### src/rtl/htach_pkg.sv
`timescale 1ns / 1ps
// ----------------------------------------------------------------------------
// htach_pkg: shared types and constants
// field widths, register indexes and arithmetic constants of the tachometer
// ----------------------------------------------------------------------------
package htach_pkg;

  localparam int unsigned SampleW = 12;
  localparam int unsigned TimeW   = 32;
  localparam int unsigned RpmW    = 16;
  localparam int unsigned SpeedW  = 13;
  localparam int unsigned AccelW  = 16;
  localparam int unsigned CfgIdxW = 2;
  localparam int unsigned CfgW    = 12;

  // dividend width of the shared divider (60000000 fits in 26 bits)
  localparam int unsigned DvdW    = 26;
  // multiplier constant width and product width
  localparam int unsigned KW      = 17;
  localparam int unsigned MulAccW = 33;
  localparam int unsigned SpeedLsb = 20;

  localparam logic [DvdW-1:0]    RpmNum = 26'd60000000;
  localparam logic [RpmW-1:0]    RpmMax = 16'hFFFF;
  localparam logic [KW-1:0]      SpeedK = 17'd109807;
  localparam logic [SampleW-1:0] HighLevelRst = 12'd3700;
  localparam logic [SampleW-1:0] LowLevelRst  = 12'd2000;

  typedef enum logic [CfgIdxW-1:0] {
    CfgHighLevel = 2'd0,
    CfgLowLevel  = 2'd1,
    CfgInverted  = 2'd2
  } cfg_idx_e;

endpackage

### src/rtl/htach_in_if.sv
`timescale 1ns / 1ps
// ----------------------------------------------------------------------------
// htach_in_if: sensor sample channel
// valid/ready channel carrying one sample and its timestamp
// ----------------------------------------------------------------------------
interface htach_in_if import htach_pkg::*; ();
  logic               valid;
  logic               ready;
  logic [SampleW-1:0] sample;
  logic [TimeW-1:0]   timestamp_us;

  modport source (output valid, sample, timestamp_us, input ready);
  modport sink   (input valid, sample, timestamp_us, output ready);
endinterface

### src/rtl/htach_out_if.sv
`timescale 1ns / 1ps
// ----------------------------------------------------------------------------
// htach_out_if: revolution result channel
// valid/ready channel carrying period, rpm, speed and acceleration
// ----------------------------------------------------------------------------
interface htach_out_if import htach_pkg::*; ();
  logic                     valid;
  logic                     ready;
  logic [TimeW-1:0]         period_us;
  logic [RpmW-1:0]          rpm;
  logic [SpeedW-1:0]        speed_rad;
  logic signed [AccelW-1:0] ang_accel;

  modport source (output valid, period_us, rpm, speed_rad, ang_accel, input ready);
  modport sink   (input valid, period_us, rpm, speed_rad, ang_accel, output ready);
endinterface

### src/rtl/hysteresis_tachometer.sv
`timescale 1ns / 1ps
// ----------------------------------------------------------------------------
// hysteresis_tachometer: one-mark-per-revolution optical tachometer
// hysteresis mark detection, bit-serial period-to-rpm divide, speed multiply
// and acceleration divide
// ----------------------------------------------------------------------------
// while idle the block takes one transfer per cycle; a sample that does
//   not fire keeps it idle, a firing sample makes it busy through the
//   shift-subtract divider (rpm), the shift-add multiplier (speed), the
//   same divider again (acceleration) and the output register load
// input is ready again in the cycle the result shows; the output register
//   holds it while the next samples are taken
// reset: thresholds 3700 / 2000, normal polarity, disarmed, last fire time
//   and previous speed zero, no result pending
// ----------------------------------------------------------------------------
module hysteresis_tachometer import htach_pkg::*; (
  input  logic               clk_i,
  input  logic               rst_ni,
  input  logic               cfg_we_i,
  input  logic [CfgIdxW-1:0] cfg_idx_i,
  input  logic [CfgW-1:0]    cfg_wdata_i,
  htach_in_if.sink           in_i,
  htach_out_if.source        out_o
);

  localparam int unsigned CntW = $clog2(DvdW);

  typedef enum logic [2:0] {
    StIdle,
    StDivRpm,
    StMul,
    StDivAcc,
    StDone
  } state_e;

  // configuration registers
  logic [SampleW-1:0] high_q, low_q;
  logic               inv_q;

  always_ff @(posedge clk_i or negedge rst_ni) begin
    if (!rst_ni) begin
      high_q <= HighLevelRst;
      low_q  <= LowLevelRst;
      inv_q  <= 1'b0;
    end else if (cfg_we_i) begin
      unique case (cfg_idx_e'(cfg_idx_i))
        CfgHighLevel: high_q <= cfg_wdata_i[SampleW-1:0];
        CfgLowLevel:  low_q  <= cfg_wdata_i[SampleW-1:0];
        CfgInverted:  inv_q  <= cfg_wdata_i[0];
        default: ;
      endcase
    end
  end

  state_e                   state_q, state_d;
  logic                     armed_q, armed_d;
  logic [TimeW-1:0]         last_fire_q, last_fire_d;
  logic [SpeedW-1:0]        prev_speed_q, prev_speed_d;
  logic [TimeW-1:0]         period_q, period_d;
  // shared divider: partial remainder, dividend shift line, quotient
  logic [TimeW-1:0]         rem_q, rem_d;
  logic [DvdW-1:0]          dvd_q, dvd_d;
  logic [DvdW-1:0]          quo_q, quo_d;
  logic [CntW-1:0]          cnt_q, cnt_d;
  // shift-add multiplier: product accumulator and multiplier shift line
  logic [MulAccW-1:0]       acc_q, acc_d;
  logic [RpmW-1:0]          mul_sr_q, mul_sr_d;
  logic [RpmW-1:0]          rpm_q, rpm_d;
  logic [SpeedW-1:0]        speed_q, speed_d;
  logic                     neg_q, neg_d;
  // output register
  logic                     out_valid_q, out_valid_d;
  logic [TimeW-1:0]         out_period_q, out_period_d;
  logic [RpmW-1:0]          out_rpm_q, out_rpm_d;
  logic [SpeedW-1:0]        out_speed_q, out_speed_d;
  logic signed [AccelW-1:0] out_accel_q, out_accel_d;

  logic                     above, below, fire_cond, arm_cond;
  logic                     in_xfer, out_xfer;
  logic [TimeW:0]           rem_sh;
  logic                     div_ge;
  logic [TimeW:0]           rem_sub;
  logic [DvdW-1:0]          quo_nx;
  logic [RpmW-1:0]          rpm_sat;
  logic [MulAccW-RpmW:0]    mul_sum;
  logic [MulAccW-1:0]       acc_nx;
  logic [SpeedW-1:0]        speed_nx;
  logic                     neg_nx;
  logic [SpeedW-1:0]        mag;
  logic [AccelW-1:0]        accel_mag;

  // hysteresis compare; polarity swaps arm and fire
  assign above     = in_i.sample > high_q;
  assign below     = in_i.sample < low_q;
  assign fire_cond = inv_q ? below : above;
  assign arm_cond  = inv_q ? above : below;

  assign in_i.ready = (state_q == StIdle);
  assign in_xfer    = in_i.valid && in_i.ready;
  assign out_xfer   = out_valid_q && out_o.ready;

  // one restoring division step, one quotient bit per cycle
  assign rem_sh  = {rem_q, dvd_q[DvdW-1]};
  assign div_ge  = rem_sh >= {1'b0, period_q};
  assign rem_sub = rem_sh - {1'b0, period_q};
  assign quo_nx  = {quo_q[DvdW-2:0], div_ge};
  assign rpm_sat = (|quo_nx[DvdW-1:RpmW]) ? RpmMax : quo_nx[RpmW-1:0];

  // one shift-add multiply step, lsb of rpm first
  assign mul_sum = {1'b0, acc_q[MulAccW-1:RpmW]}
                 + (mul_sr_q[0] ? {1'b0, SpeedK} : '0);
  assign acc_nx   = {mul_sum, acc_q[RpmW-1:1]};
  assign speed_nx = acc_nx[SpeedLsb +: SpeedW];
  assign neg_nx   = speed_nx < prev_speed_q;
  assign mag      = neg_nx ? (prev_speed_q - speed_nx) : (speed_nx - prev_speed_q);
  // finished acceleration quotient, held while the result waits to load
  assign accel_mag = {{(AccelW-SpeedW){1'b0}}, quo_q[SpeedW-1:0]};

  always_comb begin
    state_d      = state_q;
    armed_d      = armed_q;
    last_fire_d  = last_fire_q;
    prev_speed_d = prev_speed_q;
    period_d     = period_q;
    rem_d        = rem_q;
    dvd_d        = dvd_q;
    quo_d        = quo_q;
    cnt_d        = cnt_q;
    acc_d        = acc_q;
    mul_sr_d     = mul_sr_q;
    rpm_d        = rpm_q;
    speed_d      = speed_q;
    neg_d        = neg_q;
    out_valid_d  = out_valid_q && !out_xfer;
    out_period_d = out_period_q;
    out_rpm_d    = out_rpm_q;
    out_speed_d  = out_speed_q;
    out_accel_d  = out_accel_q;

    unique case (state_q)
      StIdle: begin
        if (in_xfer) begin
          // fire test first, then the arm test on the same sample
          armed_d = arm_cond || (armed_q && !fire_cond);
          if (fire_cond && armed_q) begin
            period_d    = in_i.timestamp_us - last_fire_q;
            last_fire_d = in_i.timestamp_us;
            dvd_d       = RpmNum;
            rem_d       = '0;
            quo_d       = '0;
            cnt_d       = CntW'(DvdW - 1);
            state_d     = StDivRpm;
          end
        end
      end
      StDivRpm: begin
        rem_d = div_ge ? rem_sub[TimeW-1:0] : rem_sh[TimeW-1:0];
        dvd_d = {dvd_q[DvdW-2:0], 1'b0};
        quo_d = quo_nx;
        if (cnt_q == '0) begin
          // zero period gives an all-ones quotient, which saturates
          rpm_d    = rpm_sat;
          mul_sr_d = rpm_sat;
          acc_d    = '0;
          cnt_d    = CntW'(RpmW - 1);
          state_d  = StMul;
        end else begin
          cnt_d = cnt_q - 1'b1;
        end
      end
      StMul: begin
        acc_d    = acc_nx;
        mul_sr_d = {1'b0, mul_sr_q[RpmW-1:1]};
        if (cnt_q == '0) begin
          speed_d = speed_nx;
          neg_d   = neg_nx;
          // magnitude in the top bits of the dividend line
          dvd_d   = {mag, {(DvdW-SpeedW){1'b0}}};
          rem_d   = '0;
          quo_d   = '0;
          cnt_d   = CntW'(SpeedW - 1);
          state_d = StDivAcc;
        end else begin
          cnt_d = cnt_q - 1'b1;
        end
      end
      StDivAcc: begin
        rem_d = div_ge ? rem_sub[TimeW-1:0] : rem_sh[TimeW-1:0];
        dvd_d = {dvd_q[DvdW-2:0], 1'b0};
        quo_d = quo_nx;
        if (cnt_q == '0) begin
          prev_speed_d = speed_q;
          state_d      = StDone;
        end else begin
          cnt_d = cnt_q - 1'b1;
        end
      end
      StDone: begin
        // load the output register once it is free
        if (!out_valid_q || out_xfer) begin
          out_valid_d  = 1'b1;
          out_period_d = period_q;
          out_rpm_d    = rpm_q;
          out_speed_d  = speed_q;
          if (period_q == '0) begin
            out_accel_d = '0;
          end else if (neg_q) begin
            out_accel_d = $signed(AccelW'(0) - accel_mag);
          end else begin
            out_accel_d = $signed(accel_mag);
          end
          state_d      = StIdle;
        end
      end
      default: state_d = StIdle;
    endcase
  end

  always_ff @(posedge clk_i or negedge rst_ni) begin
    if (!rst_ni) begin
      state_q      <= StIdle;
      armed_q      <= 1'b0;
      last_fire_q  <= '0;
      prev_speed_q <= '0;
      period_q     <= '0;
      rem_q        <= '0;
      dvd_q        <= '0;
      quo_q        <= '0;
      cnt_q        <= '0;
      acc_q        <= '0;
      mul_sr_q     <= '0;
      rpm_q        <= '0;
      speed_q      <= '0;
      neg_q        <= 1'b0;
      out_valid_q  <= 1'b0;
      out_period_q <= '0;
      out_rpm_q    <= '0;
      out_speed_q  <= '0;
      out_accel_q  <= '0;
    end else begin
      state_q      <= state_d;
      armed_q      <= armed_d;
      last_fire_q  <= last_fire_d;
      prev_speed_q <= prev_speed_d;
      period_q     <= period_d;
      rem_q        <= rem_d;
      dvd_q        <= dvd_d;
      quo_q        <= quo_d;
      cnt_q        <= cnt_d;
      acc_q        <= acc_d;
      mul_sr_q     <= mul_sr_d;
      rpm_q        <= rpm_d;
      speed_q      <= speed_d;
      neg_q        <= neg_d;
      out_valid_q  <= out_valid_d;
      out_period_q <= out_period_d;
      out_rpm_q    <= out_rpm_d;
      out_speed_q  <= out_speed_d;
      out_accel_q  <= out_accel_d;
    end
  end

  assign out_o.valid     = out_valid_q;
  assign out_o.period_us = out_period_q;
  assign out_o.rpm       = out_rpm_q;
  assign out_o.speed_rad = out_speed_q;
  assign out_o.ang_accel = out_accel_q;

  // a firing transfer makes the block busy in the next cycle
  a_fire_busy: assert property (@(posedge clk_i) disable iff (!rst_ni)
    (in_xfer && fire_cond && armed_q) |=> !in_i.ready)
    else $error("firing sample did not start the arithmetic");

  // zero period saturates rpm and gives zero acceleration
  a_zero_period: assert property (@(posedge clk_i) disable iff (!rst_ni)
    (out_o.valid && out_o.period_us == '0) |->
      (out_o.rpm == RpmMax && out_o.ang_accel == '0))
    else $error("zero period result is wrong");

  // speed never exceeds the value for saturated rpm
  a_speed_max: assert property (@(posedge clk_i) disable iff (!rst_ni)
    out_o.valid |-> out_o.speed_rad <= SpeedW'(6862))
    else $error("speed out of range");

  // step counter stays within the longest pass
  a_cnt_range: assert property (@(posedge clk_i) disable iff (!rst_ni)
    cnt_q <= CntW'(DvdW - 1))
    else $error("step counter out of range");

endmodule

### src/flat_wrapper.sv
// flat-port wrapper written by rule: the top's interface ports become plain ports
module hysteresis_tachometer_flat import htach_pkg::*;
  (clk_i, rst_ni, cfg_we_i, cfg_idx_i, cfg_wdata_i, in_i_valid, in_i_sample, in_i_timestamp_us, in_i_ready, out_o_valid, out_o_period_us, out_o_rpm, out_o_speed_rad, out_o_ang_accel, out_o_ready);
  htach_in_if in_i_i ();
  htach_out_if out_o_i ();
  input  logic clk_i;
  input  logic rst_ni;
  input  logic cfg_we_i;
  input  logic [CfgIdxW-1:0] cfg_idx_i;
  input  logic [CfgW-1:0] cfg_wdata_i;
  input wire logic [$bits(in_i_i.valid)-1:0] in_i_valid;
  input wire logic [$bits(in_i_i.sample)-1:0] in_i_sample;
  input wire logic [$bits(in_i_i.timestamp_us)-1:0] in_i_timestamp_us;
  output wire logic [$bits(in_i_i.ready)-1:0] in_i_ready;
  output wire logic [$bits(out_o_i.valid)-1:0] out_o_valid;
  output wire logic [$bits(out_o_i.period_us)-1:0] out_o_period_us;
  output wire logic [$bits(out_o_i.rpm)-1:0] out_o_rpm;
  output wire logic [$bits(out_o_i.speed_rad)-1:0] out_o_speed_rad;
  output wire logic [$bits(out_o_i.ang_accel)-1:0] out_o_ang_accel;
  input wire logic [$bits(out_o_i.ready)-1:0] out_o_ready;
  assign in_i_i.valid = in_i_valid;
  assign in_i_i.sample = in_i_sample;
  assign in_i_i.timestamp_us = in_i_timestamp_us;
  assign in_i_ready = in_i_i.ready;
  assign out_o_valid = out_o_i.valid;
  assign out_o_period_us = out_o_i.period_us;
  assign out_o_rpm = out_o_i.rpm;
  assign out_o_speed_rad = out_o_i.speed_rad;
  assign out_o_ang_accel = out_o_i.ang_accel;
  assign out_o_i.ready = out_o_ready;
  hysteresis_tachometer u_core (.clk_i(clk_i), .rst_ni(rst_ni), .cfg_we_i(cfg_we_i), .cfg_idx_i(cfg_idx_i), .cfg_wdata_i(cfg_wdata_i), .in_i(in_i_i), .out_o(out_o_i));
endmodule
### config.mk
export PLATFORM = sky130hd
export DESIGN_NAME = hysteresis_tachometer_flat
export DESIGN_NICKNAME = d
export VERILOG_FILES = /design/src/rtl/htach_pkg.sv /design/src/rtl/htach_in_if.sv /design/src/rtl/htach_out_if.sv /design/src/rtl/hysteresis_tachometer.sv /design/src/flat_wrapper.sv
export SDC_FILE = /design/constraint.sdc
export NUM_CORES = 1
export LEC_CHECK = 0
export BUFFER_PORTS_ARGS = -buffer_cell sky130_fd_sc_hd__clkbuf_2
export CORE_ASPECT_RATIO = 0.8
export CORE_MARGIN = 3
export CORE_UTILIZATION = 52
export DETAILED_ROUTE_END_ITERATION = 16
export GPL_TIMING_DRIVEN = 0
export PLACE_DENSITY = 0.72
export SYNTH_ARGS = -nofsm -noshare
export SYNTH_HDL_FRONTEND = slang
export SYNTH_SLANG_ARGS = --single-unit
### constraint.sdc
create_clock -name clk_i -period 5.2 [get_ports clk_i]
set_input_delay 1.04 -clock clk_i [delete_from_list [all_inputs] [get_ports clk_i]]
set_output_delay 1.04 -clock clk_i [all_outputs]
set_load 0.01 [all_outputs]
Yosys cells after proc, flatten, opt, wreduce, memory -nomap -nowiden --
Index checks and enable logic that the tools add are counted.
Storage, ports and cells: register bits 351, latch bits 0, logic and storage cells 117, bits in read-only memories 0, bits in writable memories 0, memories 0
Operators by class: bitwise operators 0, shifts and indexed selects 0, equal/unequal tests 13, $mul 0, reductions and logical operators 32, muxes and demuxes 39, divide/modulo/power cells 0, $add $sub $neg 7, $lt $le $gt $ge 4
Operators by type and width (number):
- 32-bit 2-to-1 mux | 4
- 32-bit one-hot mux with 3 select lines | 1
- 26-bit 2-to-1 mux | 3
- 26-bit one-hot mux with 3 select lines | 1
- 25-bit 2-to-1 mux | 3
- 25-bit one-hot mux with 3 select lines | 1
- 33-bit one-hot mux with 2 select lines | 1
- 16-bit 2-to-1 mux | 4
- 32-bit subtractor | 2
- 33-bit by 32-bit >= comparator with 1-bit output | 1
- 33-bit 2-to-1 mux | 1
- 32-bit zero test | 1
- 16-bit one-hot mux with 2 select lines | 1
- 13-bit subtractor | 2
- 5-bit 2-to-1 mux | 5
- 5-bit one-hot mux with 4 select lines | 1
- 17-bit by 18-bit adder with 18-bit output | 1
- 3-bit 2-to-1 mux | 6
- 2-bit AND reduction | 9
- 17-bit 2-to-1 mux | 1
- 3-bit one-hot mux with 5 select lines | 1
- 1-bit by 13-bit subtractor with 14-bit output (first input constant) | 1
- 13-bit less-than comparator | 1
- 13-bit 2-to-1 mux | 1
- other kinds (25) | 42

Logic depth before layout (Yosys ltp) --
Gate-level depths: netlist (run 1).
depth in word-level cells 6, mapped depth 22

Worst setup path before layout (run 1) --
OpenSTA, ideal clock, no wires.
path kind reg-to-reg, start register u_core.mul_sr_q[0], end register u_core.dvd_q[23], data arrival time 4.623 ns, slack 0.491 ns, stages on the path, launching flop included 23, period minus slack after synthesis 4.709 ns, cells stage by stage dfrtp_1 -> and2_1 -> fa_1 -> a211oi_1 -> o21ai_1 -> nand3_1 -> o21bai_1 -> a21oi_1 -> o21bai_1 -> xnor2_1 -> inv_1 -> ha_1 -> clkbuf_1 -> nand2_1 -> nor2b_1 -> o211ai_1 -> a21oi_1 -> or2_1 -> clkbuf_1 -> nor3_1 -> a211o_1 -> nor4b_1 -> nor3_1
Between the ends: word-level cells in the longest chain between the ends 6, elaborated cells on any way between the ends 8
Ends and longest elaborated chain:
- start: declaration | RTL line hysteresis_tachometer.sv:67 | logic [RpmW-1:0] mul_sr_q, mul_sr_d;
- start signal: assignment | RTL line hysteresis_tachometer.sv:251 | mul_sr_q <= mul_sr_d;
- 17-bit 2-to-1 mux (*) | RTL line hysteresis_tachometer.sv:111 | + (mul_sr_q[0] ? {1'b0, SpeedK} : '0);
- 17-bit by 18-bit adder with 18-bit output (*) | RTL line hysteresis_tachometer.sv:111
- via u_core.mul_sum[14] | RTL line hysteresis_tachometer.sv:85 | logic [MulAccW-RpmW:0] mul_sum;
- 13-bit subtractor / 13-bit less-than comparator (equally long branches) | RTL line hysteresis_tachometer.sv:115, hysteresis_tachometer.sv:114
- 13-bit 2-to-1 mux (*) | RTL line hysteresis_tachometer.sv:115 | assign mag = neg_nx ? (prev_speed_q - speed_nx) : (speed_nx - prev_speed_q);
- 26-bit 2-to-1 mux (*) | RTL line hysteresis_tachometer.sv:174 | if (cnt_q == '0) begin
- 26-bit one-hot mux with 3 select lines (*) | RTL line hysteresis_tachometer.sv:140 | unique case (state_q)
- end signal: assignment | RTL line hysteresis_tachometer.sv:247 | dvd_q <= dvd_d;
- end: declaration | RTL line hysteresis_tachometer.sv:62 | logic [DvdW-1:0] dvd_q, dvd_d;
The timed path passes the listed nets; every way through them passes the cells marked *. The select of a mux whose other input is x is not followed. A chain may end at the register's enable or synchronous reset.

Worst setup path after layout (run 1) --
start register u_core.mul_sr_q[0], end register u_core.dvd_q[18]
Between the ends: word-level cells in the longest chain between the ends 6, elaborated cells on any way between the ends 8
Ends and longest elaborated chain:
- 17-bit 2-to-1 mux | RTL line hysteresis_tachometer.sv:111
- 17-bit by 18-bit adder with 18-bit output | RTL line hysteresis_tachometer.sv:111
- via u_core.mul_sum[14] | RTL line hysteresis_tachometer.sv:85
- 13-bit less-than comparator | RTL line hysteresis_tachometer.sv:114 | assign neg_nx = speed_nx < prev_speed_q;
- 13-bit 2-to-1 mux | RTL line hysteresis_tachometer.sv:115
- 26-bit 2-to-1 mux | RTL line hysteresis_tachometer.sv:174
- 26-bit one-hot mux with 3 select lines | RTL line hysteresis_tachometer.sv:140
The timed path passes the listed nets, and every way through them passes these cells. The select of a mux whose other input is x is not followed.

==> metrics.cfg, run 1 <==
[outcome]
outcome=finished clean

[routing]
drc=0
drt_pass1_iterations=7
route.detailed.wl_per_inst_um=19.1
detail-route-antenna-nets=0
drtIter0Drc=1238
wl_mm=51.2
vias=15900
vias_per_cell=5.92

[clock_network]
cts_root_buffer=clkbuf_16
cts.path.max_buffers=3
clock-sinks=325
numCtsBuffers=36
cts.clk_slew.worst_paths_ps=60
insertion_delay_ps=540
htree_levels=2
cts_tree=yes

[setup_path]
critical_path_arrival_ps=5350
crit_type=reg -> reg
critPathRequiredTime_ps=5600
rr_worst_depth=20
r2r-start=u_core.mul_sr_q[0]
r2r_slack_ps=250
end_kind=flop
crit_fanout=15
worst_r2r_endpoint=u_core.dvd_q[18]
start_kind=flop

[synthesis]
synth_cell_type_count=74
ys_ff_latch=325
synthTopCellsByArea=dfrtp_1 (42%), ha_1 (8.0%), nand2_1 (5.4%), mux2_2 (3.5%), o21ai_0 (3.4%)
ys_seq_area_share_pct=43.7
synth_largest_area_cell=dfrtp_1
synthFlopType=dfrtp_1
syn-mean-instance-area_um2=9.29
ys_warn_count=0
synth_edf_count=0
synth_nets=2196
netlist_instances=2008
yosysTopAreaCellShare_pct=41.8
synth.most_common_cell=dfrtp_1
synth_common_cells=dfrtp_1 (312), nand2_1 (266), inv_1 (141), o21ai_0 (125), ha_1 (120)
syn_area_um2=18700
async_reset_ff_share_pct=100

[global_route]
grt_usage_pct=26.7
antenna_found_initial=0
grt_pass1_vias=15500
grt_overflow=0
grt_pass1_wl_mm=82.6
grt_max_degree=107

[pwr]
p_leak_nw=10.3
peakVddDrop_mv=0.413
power_density_nw_per_um2=757

[sta]
skew_ps=14.5
hold_violations=0
finalSetupViolations=0
clock.fmax_ghz=0.202
maxSlewViolCount=0
slew_headroom_pct=26.2
tightest_slew_ps=1110
period_share_pct=95.2
hold_ws_ps=412
layout_min_cycle_time_ps=4950
tns_ps=0

[floorplan]
die_w_um=218
start_util_pct=53.3
die-area_um2=38200
rows=61
die_h_um=175
core_area_um2=35000
ioPinCount=142

[layout]
drive_above_1_share_pct=13.9
multiInputGateArea_um2=9720
register_area_um2=8150
area_delta_synth_final_pct=14.4
nets=2378
nFillCells=3019
n_antenna_cell=0

[place]
place_congestion=0.907
dp_hpwl_mm=38.0
io_buffers=141

[run]
cap_viol_max_count=0

[min_path]
worstHoldPathType=in -> async

[per-stage QoR]
step           util [%]  power, mW  cell area, µm²  std cells  setup WS, ps
2_1_floorplan         -       10.8           18700       2008           491
3_3_place_gp       57.0       13.1           20000       2621         -3940
3_5_place_dp       57.2       13.3           20000       2624          -898
4_1_cts            60.7       16.0           21300       2685          3.05
5_1_grt            60.9       17.4           21300       2687         -21.7
6_report           60.9       16.2           21300       2687           250
[cell type report]
type	count	share of cell area, %
Buffer	91	1.67
Clock inverter	15	0.791
Clock buffer	48	4.72
Multi-Input combinational cell	1448	45.5
Inverter	141	2.48
Tap cell	472	2.77
Timing Repair Buffer	147	3.84
Sequential cell	325	38.2
[state kept, by name (all words and copies together) (netlist names)]
name	cells
u_core.acc_q	17
u_core.armed_q	1
u_core.cnt_q	5
u_core.dvd_q	18
u_core.high_q	12
u_core.inv_q	1
u_core.last_fire_q	32
u_core.low_q	12
u_core.mul_sr_q	16
u_core.neg_q	1
u_core.out_o.ang_accel	14
u_core.out_o.period_us	32
u_core.out_o.rpm	16
u_core.out_o.speed_rad	13
u_core.out_o.valid	1
u_core.period_q	32
u_core.prev_speed_q	13
u_core.quo_q	25
u_core.rem_q	32
u_core.rpm_q	16
u_core.speed_q	13
u_core.state_q	3
[worst max-delay path, cell delays in order (launching register included)]
cell,delay [ps]
dfrtp_4,580
and2_1,210
fa_1,460
a211oi_4,330
o21ai_1,150
nand3_1,130
o21bai_1,100
a21oi_2,210
o21bai_1,160
xnor2_2,230
inv_1,70
ha_2,420
nand2_1,150
nor2b_4,220
o211ai_1,220
a21oi_2,250
nor2_4,90
clkbuf_2,230
o31ai_1,290
xor2_1,230
o21ai_1,80
[placed cells by master, fill, tap and decap left out, types with 7 or more instances in the layout]
| master | n |
|---|---|
| dfrtp_1 | 311 |
| nand2_1 | 266 |
| inv_1 | 141 |
| clkbuf_2 | 141 |
| o21ai_0 | 125 |
| ha_1 | 117 |
| a21oi_1 | 99 |
| nor2_1 | 97 |
| o21ai_1 | 87 |
| clkbuf_1 | 87 |
| a21o_1 | 60 |
| mux2_2 | 58 |
| nand3_1 | 50 |
| xnor2_1 | 43 |
| xor2_1 | 38 |
| clkbuf_16 | 37 |
| o211ai_1 | 34 |
| a221o_1 | 33 |
| nor3_1 | 28 |
| a22o_1 | 24 |
| nand4_1 | 21 |
| nand2b_1 | 20 |
| o21a_1 | 20 |
| nor2b_1 | 19 |
| a211oi_1 | 15 |
| dfstp_2 | 13 |
| or3_1 | 12 |
| nor4_1 | 12 |
| o22ai_1 | 11 |
| and3_1 | 11 |
| mux2i_1 | 11 |
| a31oi_1 | 9 |
| o21bai_1 | 8 |
| o31a_1 | 7 |
| o31ai_1 | 7 |
[power breakdown]
| group | total (mW) | internal, mW | switching [mW] | leakage [nW] |
|---|---|---|---|---|
| Combinational | 9.33 | 3.70 | 5.63 | 5.52 |
| Sequential | 4.23 | 3.51 | 0.724 | 4.20 |
| Clock | 2.59 | 1.52 | 1.08 | 0.572 |
| Total | 16.2 | 8.73 | 7.43 | 10.3 |
[worst max-delay path by stage]
stage                                       end          startpoint  slack [ps]  cells past startpoint
final                          u_core.dvd_q[18]  u_core.mul_sr_q[0]         250                     20
after global routing           u_core.dvd_q[24]  u_core.mul_sr_q[0]         -20                     19
after CTS                      u_core.dvd_q[25]  u_core.mul_sr_q[0]           3                     20
after detailed placement       u_core.dvd_q[23]  u_core.mul_sr_q[0]        -900                     22
after global placement    u_core.last_fire_q[9]              rst_ni       -3940                      1
after floorplan                u_core.dvd_q[23]  u_core.mul_sr_q[0]         490                     22
[metal layers]
metal | global-route usage (%) | wire length (µm) | vias up
li1 | - | - | 7490
met3 | 6.04 | 4160 | 60
met2 | 39.1 | 21900 | 500
met1 | 40.7 | 24400 | 7847
met5 | 0 | 0 | -
met4 | 5.51 | 779 | 0
[logic make-up after synthesis]
logic type | after synthesis | synth area share, %
XOR/XNOR | 85 | 3.99
adder cells (fa/ha/maj) | 125 | 8.58
AO/OA/AOI/OAI | 595 | 20.7
multiplexers | 71 | 4.21
buffers and inverters | 235 | 4.80
AND/OR/NAND/NOR | 572 | 14.0
flip-flops | 325 | 43.7
[timing repair]
action,4_1_cts,5_1_grt
setup buffers,0,3
resized for setup,12,12
gates cloned,0,0
setup endpoints to repair,13,13
pin swaps,0,2
hold buffers,0,0
Power figures use the tool's default switching activity.
==> run 2, diff against run 1 <==
--- a/config.mk
+++ b/config.mk
@@ -8,10 +8,11 @@
 export BUFFER_PORTS_ARGS = -buffer_cell sky130_fd_sc_hd__clkbuf_2
 export CORE_ASPECT_RATIO = 0.8
 export CORE_MARGIN = 3
-export CORE_UTILIZATION = 52
+export CORE_UTILIZATION = 40
 export DETAILED_ROUTE_END_ITERATION = 16
 export GPL_TIMING_DRIVEN = 0
-export PLACE_DENSITY = 0.72
+export PLACE_DENSITY = 0.58
+export RECOVER_POWER = 50
 export SYNTH_ARGS = -nofsm -noshare
 export SYNTH_HDL_FRONTEND = slang
 export SYNTH_SLANG_ARGS = --single-unit
==> run 2 against run 1 <==
The flow now finishes with violations (capacitance limit, slew limit). Fmax increased by 0.14%. Total power grew 0.49%. Clock-buffer cell count increased by 9. Clock power is 2% lower. Die area is 29% higher. Register-to-register slack barely moved. Combinational power is 2% higher. Critical path depth decreased by 2. Worst setup slack improved by 7.1 ps. Highest routed layer unchanged.
==> metrics.cfg, run 2 (synthesis gave the netlist of run 1 again) <==
[outcome]
outcome=complete, but fails checks
violations=capacitance limit, slew limit

[pwr]
power_mw=16.2
power_density_nw_per_um2=757
peakVddDrop_mv=0.333
p_sw_share_pct=46.5
clockPowerShare_pct=15.7
p_leak_nw=10.2
seq_power_share_pct=26.0
net-switching-power_mw=7.54
pwr-share-comb_pct=58.3
intPower_mw=8.69

[setup_path]
cp_num_buf_inv=2
start_kind=flop
critical_path_arrival_ps=5360
crit_type=reg -> reg
end_kind=flop
critPathMaxStageDelay_ps=580
worstPathCellList=and2_1 > fa_1 > a211oi_4 > nor2_1 > nor2_1 > xor2_4 > inv_1 > ha_1 > nor2b_1 > o31a_1 > o211ai_1 > a21oi_2 > nor2_2 > clkbuf_4 > mux2i_1 > o31ai_1 > mux2i_1 > nor2_1
worst_r2r_endpoint=u_core.dvd_q[24]
critical-path-top-cell-by-count=nor2_1
r2r-start=u_core.mul_sr_q[0]
rr_worst_depth=18
critPathRequiredTime_ps=5620
startpoint=u_core.mul_sr_q[0]
r2r_slack_ps=260
crit_fanout=15
crit_slowest_cell=dfrtp_4
cp_top_family=compound AO/OA/AOI/OAI gates

[layout]
drive_above_1_share_pct=13.2
area_delta_synth_final_pct=15.0
nets=2378
final_common_cell=dfrtp_1
layoutNonFillerInstCount=2831
nFillCells=4446
register_area_um2=8150
design_area_um2=21500
multiInputGateArea_um2=9740
mostFrequentLayoutCells=dfrtp_1 (311), nand2_1 (266), inv_1 (141), clkbuf_2 (129), o21ai_0 (125)

[min_path]
hold_end=u_core.out_o.ang_accel[8]
hold_path_depth=2
worstHoldPathType=reg -> reg
hp-start=u_core.out_o.ang_accel[8]

[global_route]
use_met1_pct=32.4
use_met2_pct=31.4
grt_overflow=0
grt_busiest_layer=met1
antenna_found_initial=1
grt_pass1_vias=15400
grt_max_degree=106
grt_usage_pct=21.4
met3_usage_pct=3.61
grt_pass1_wl_mm=84.1

[clock_network]
cts_tree=yes
cts.clk_slew.worst_paths_ps=60
cts.path.max_buffers=3
insertion_delay_ps=550
cts_root_buffer=clkbuf_16
numCtsBuffers=37
hold_buffers=0
htree_levels=2
clock-sinks=325

[sta]
skew_ps=26.8
tightest_slew_ps=2630
period_share_pct=95.1
clock.fmax_ghz=0.202
finalSetupViolations=0
hold_violations=0
slew_headroom_pct=-75.1
final.setup.worst_slack_ps=257
maxSlewViolCount=224
layout_min_cycle_time_ps=4940
tns_ps=0

[place]
dp_slack_ps=-767
io_buffers=141
place_congestion=0.901
placed_cells=2764
place_area_um2=20200
dp_hpwl_mm=39.6

[floorplan]
die-area_um2=49300
die_w_um=247
ioPinCount=142
start_util_pct=40.7
rows=70
core_area_um2=45900
die_h_um=199

[routing]
drt_pass1_iterations=7
detail-route-antenna-nets=0
wl_mm=52.6
vias=15600
drc=0
route.detailed.wl_per_inst_um=18.6
vias_per_cell=5.52
drtIter0Drc=1070

[run]
cap_viol_max_count=3

## run 2: how the worst max path moves through the flow
stage,to,slack (ps),cells after the start
after global placement,u_core.last_fire_q[9],-4200,1
final,u_core.dvd_q[24],260,18
after detailed placement,u_core.dvd_q[15],-770,22
after CTS,u_core.dvd_q[18],8,20
after floorplan,u_core.dvd_q[23],490,22
after global routing,u_core.dvd_q[24],-50,20
## run 2: routing by layer
metal	routed length [µm]	share of wire, %	vias to the layer above
met5	0	0	-
met4	1180	2.2	0
met3	2980	5.7	69
met2	22100	42	403
met1	26300	50	7671
li1	-	-	7498
## run 2: timing repair
item	4_1_cts	5_1_grt
resized for setup	10	19
pin swaps	0	3
setup endpoints to repair	13	13
buffers inserted	0	3
## run 2: through the flow
step / hold slack [ps] / utilization (%)
2_1_floorplan: 439 / -
3_3_place_gp: 458 / 43.9
3_5_place_dp: 461 / 44.1
4_1_cts: 354 / 46.7
5_1_grt: 506 / 46.8
6_report: 478 / 46.8
## run 2: power groups by stage
stage / registers (mW) / clock network [mW] / logic [mW]
5_1_grt: 4.34 / 2.74 / 10.5
3_3_place_gp: 4.23 / 0 / 9.07
4_1_cts: 4.22 / 2.63 / 9.29
6_report: 4.22 / 2.55 / 9.47
2_1_floorplan: 4.10 / 0 / 6.69
3_5_place_dp: 4.25 / 0 / 9.20
## run 2: worst min-delay path, stage by stage (launching register included)
cell and delay [ps]:
dfrtp_1 340, nand2_1 50, o21ai_0 60
## run 2: cell type report
| cell class | instances | area share, % |
|---|---|---|
| Multi-Input combinational cell | 1448 | 45.4 |
| Sequential cell | 325 | 38.0 |
| Clock buffer | 57 | 5.14 |
| Tap cell | 612 | 3.57 |
| Timing Repair Buffer | 147 | 3.48 |
| Inverter | 141 | 2.47 |
| Buffer | 90 | 1.66 |
| Clock inverter | 10 | 0.303 |
| Antenna cell | 1 | 0.0117 |
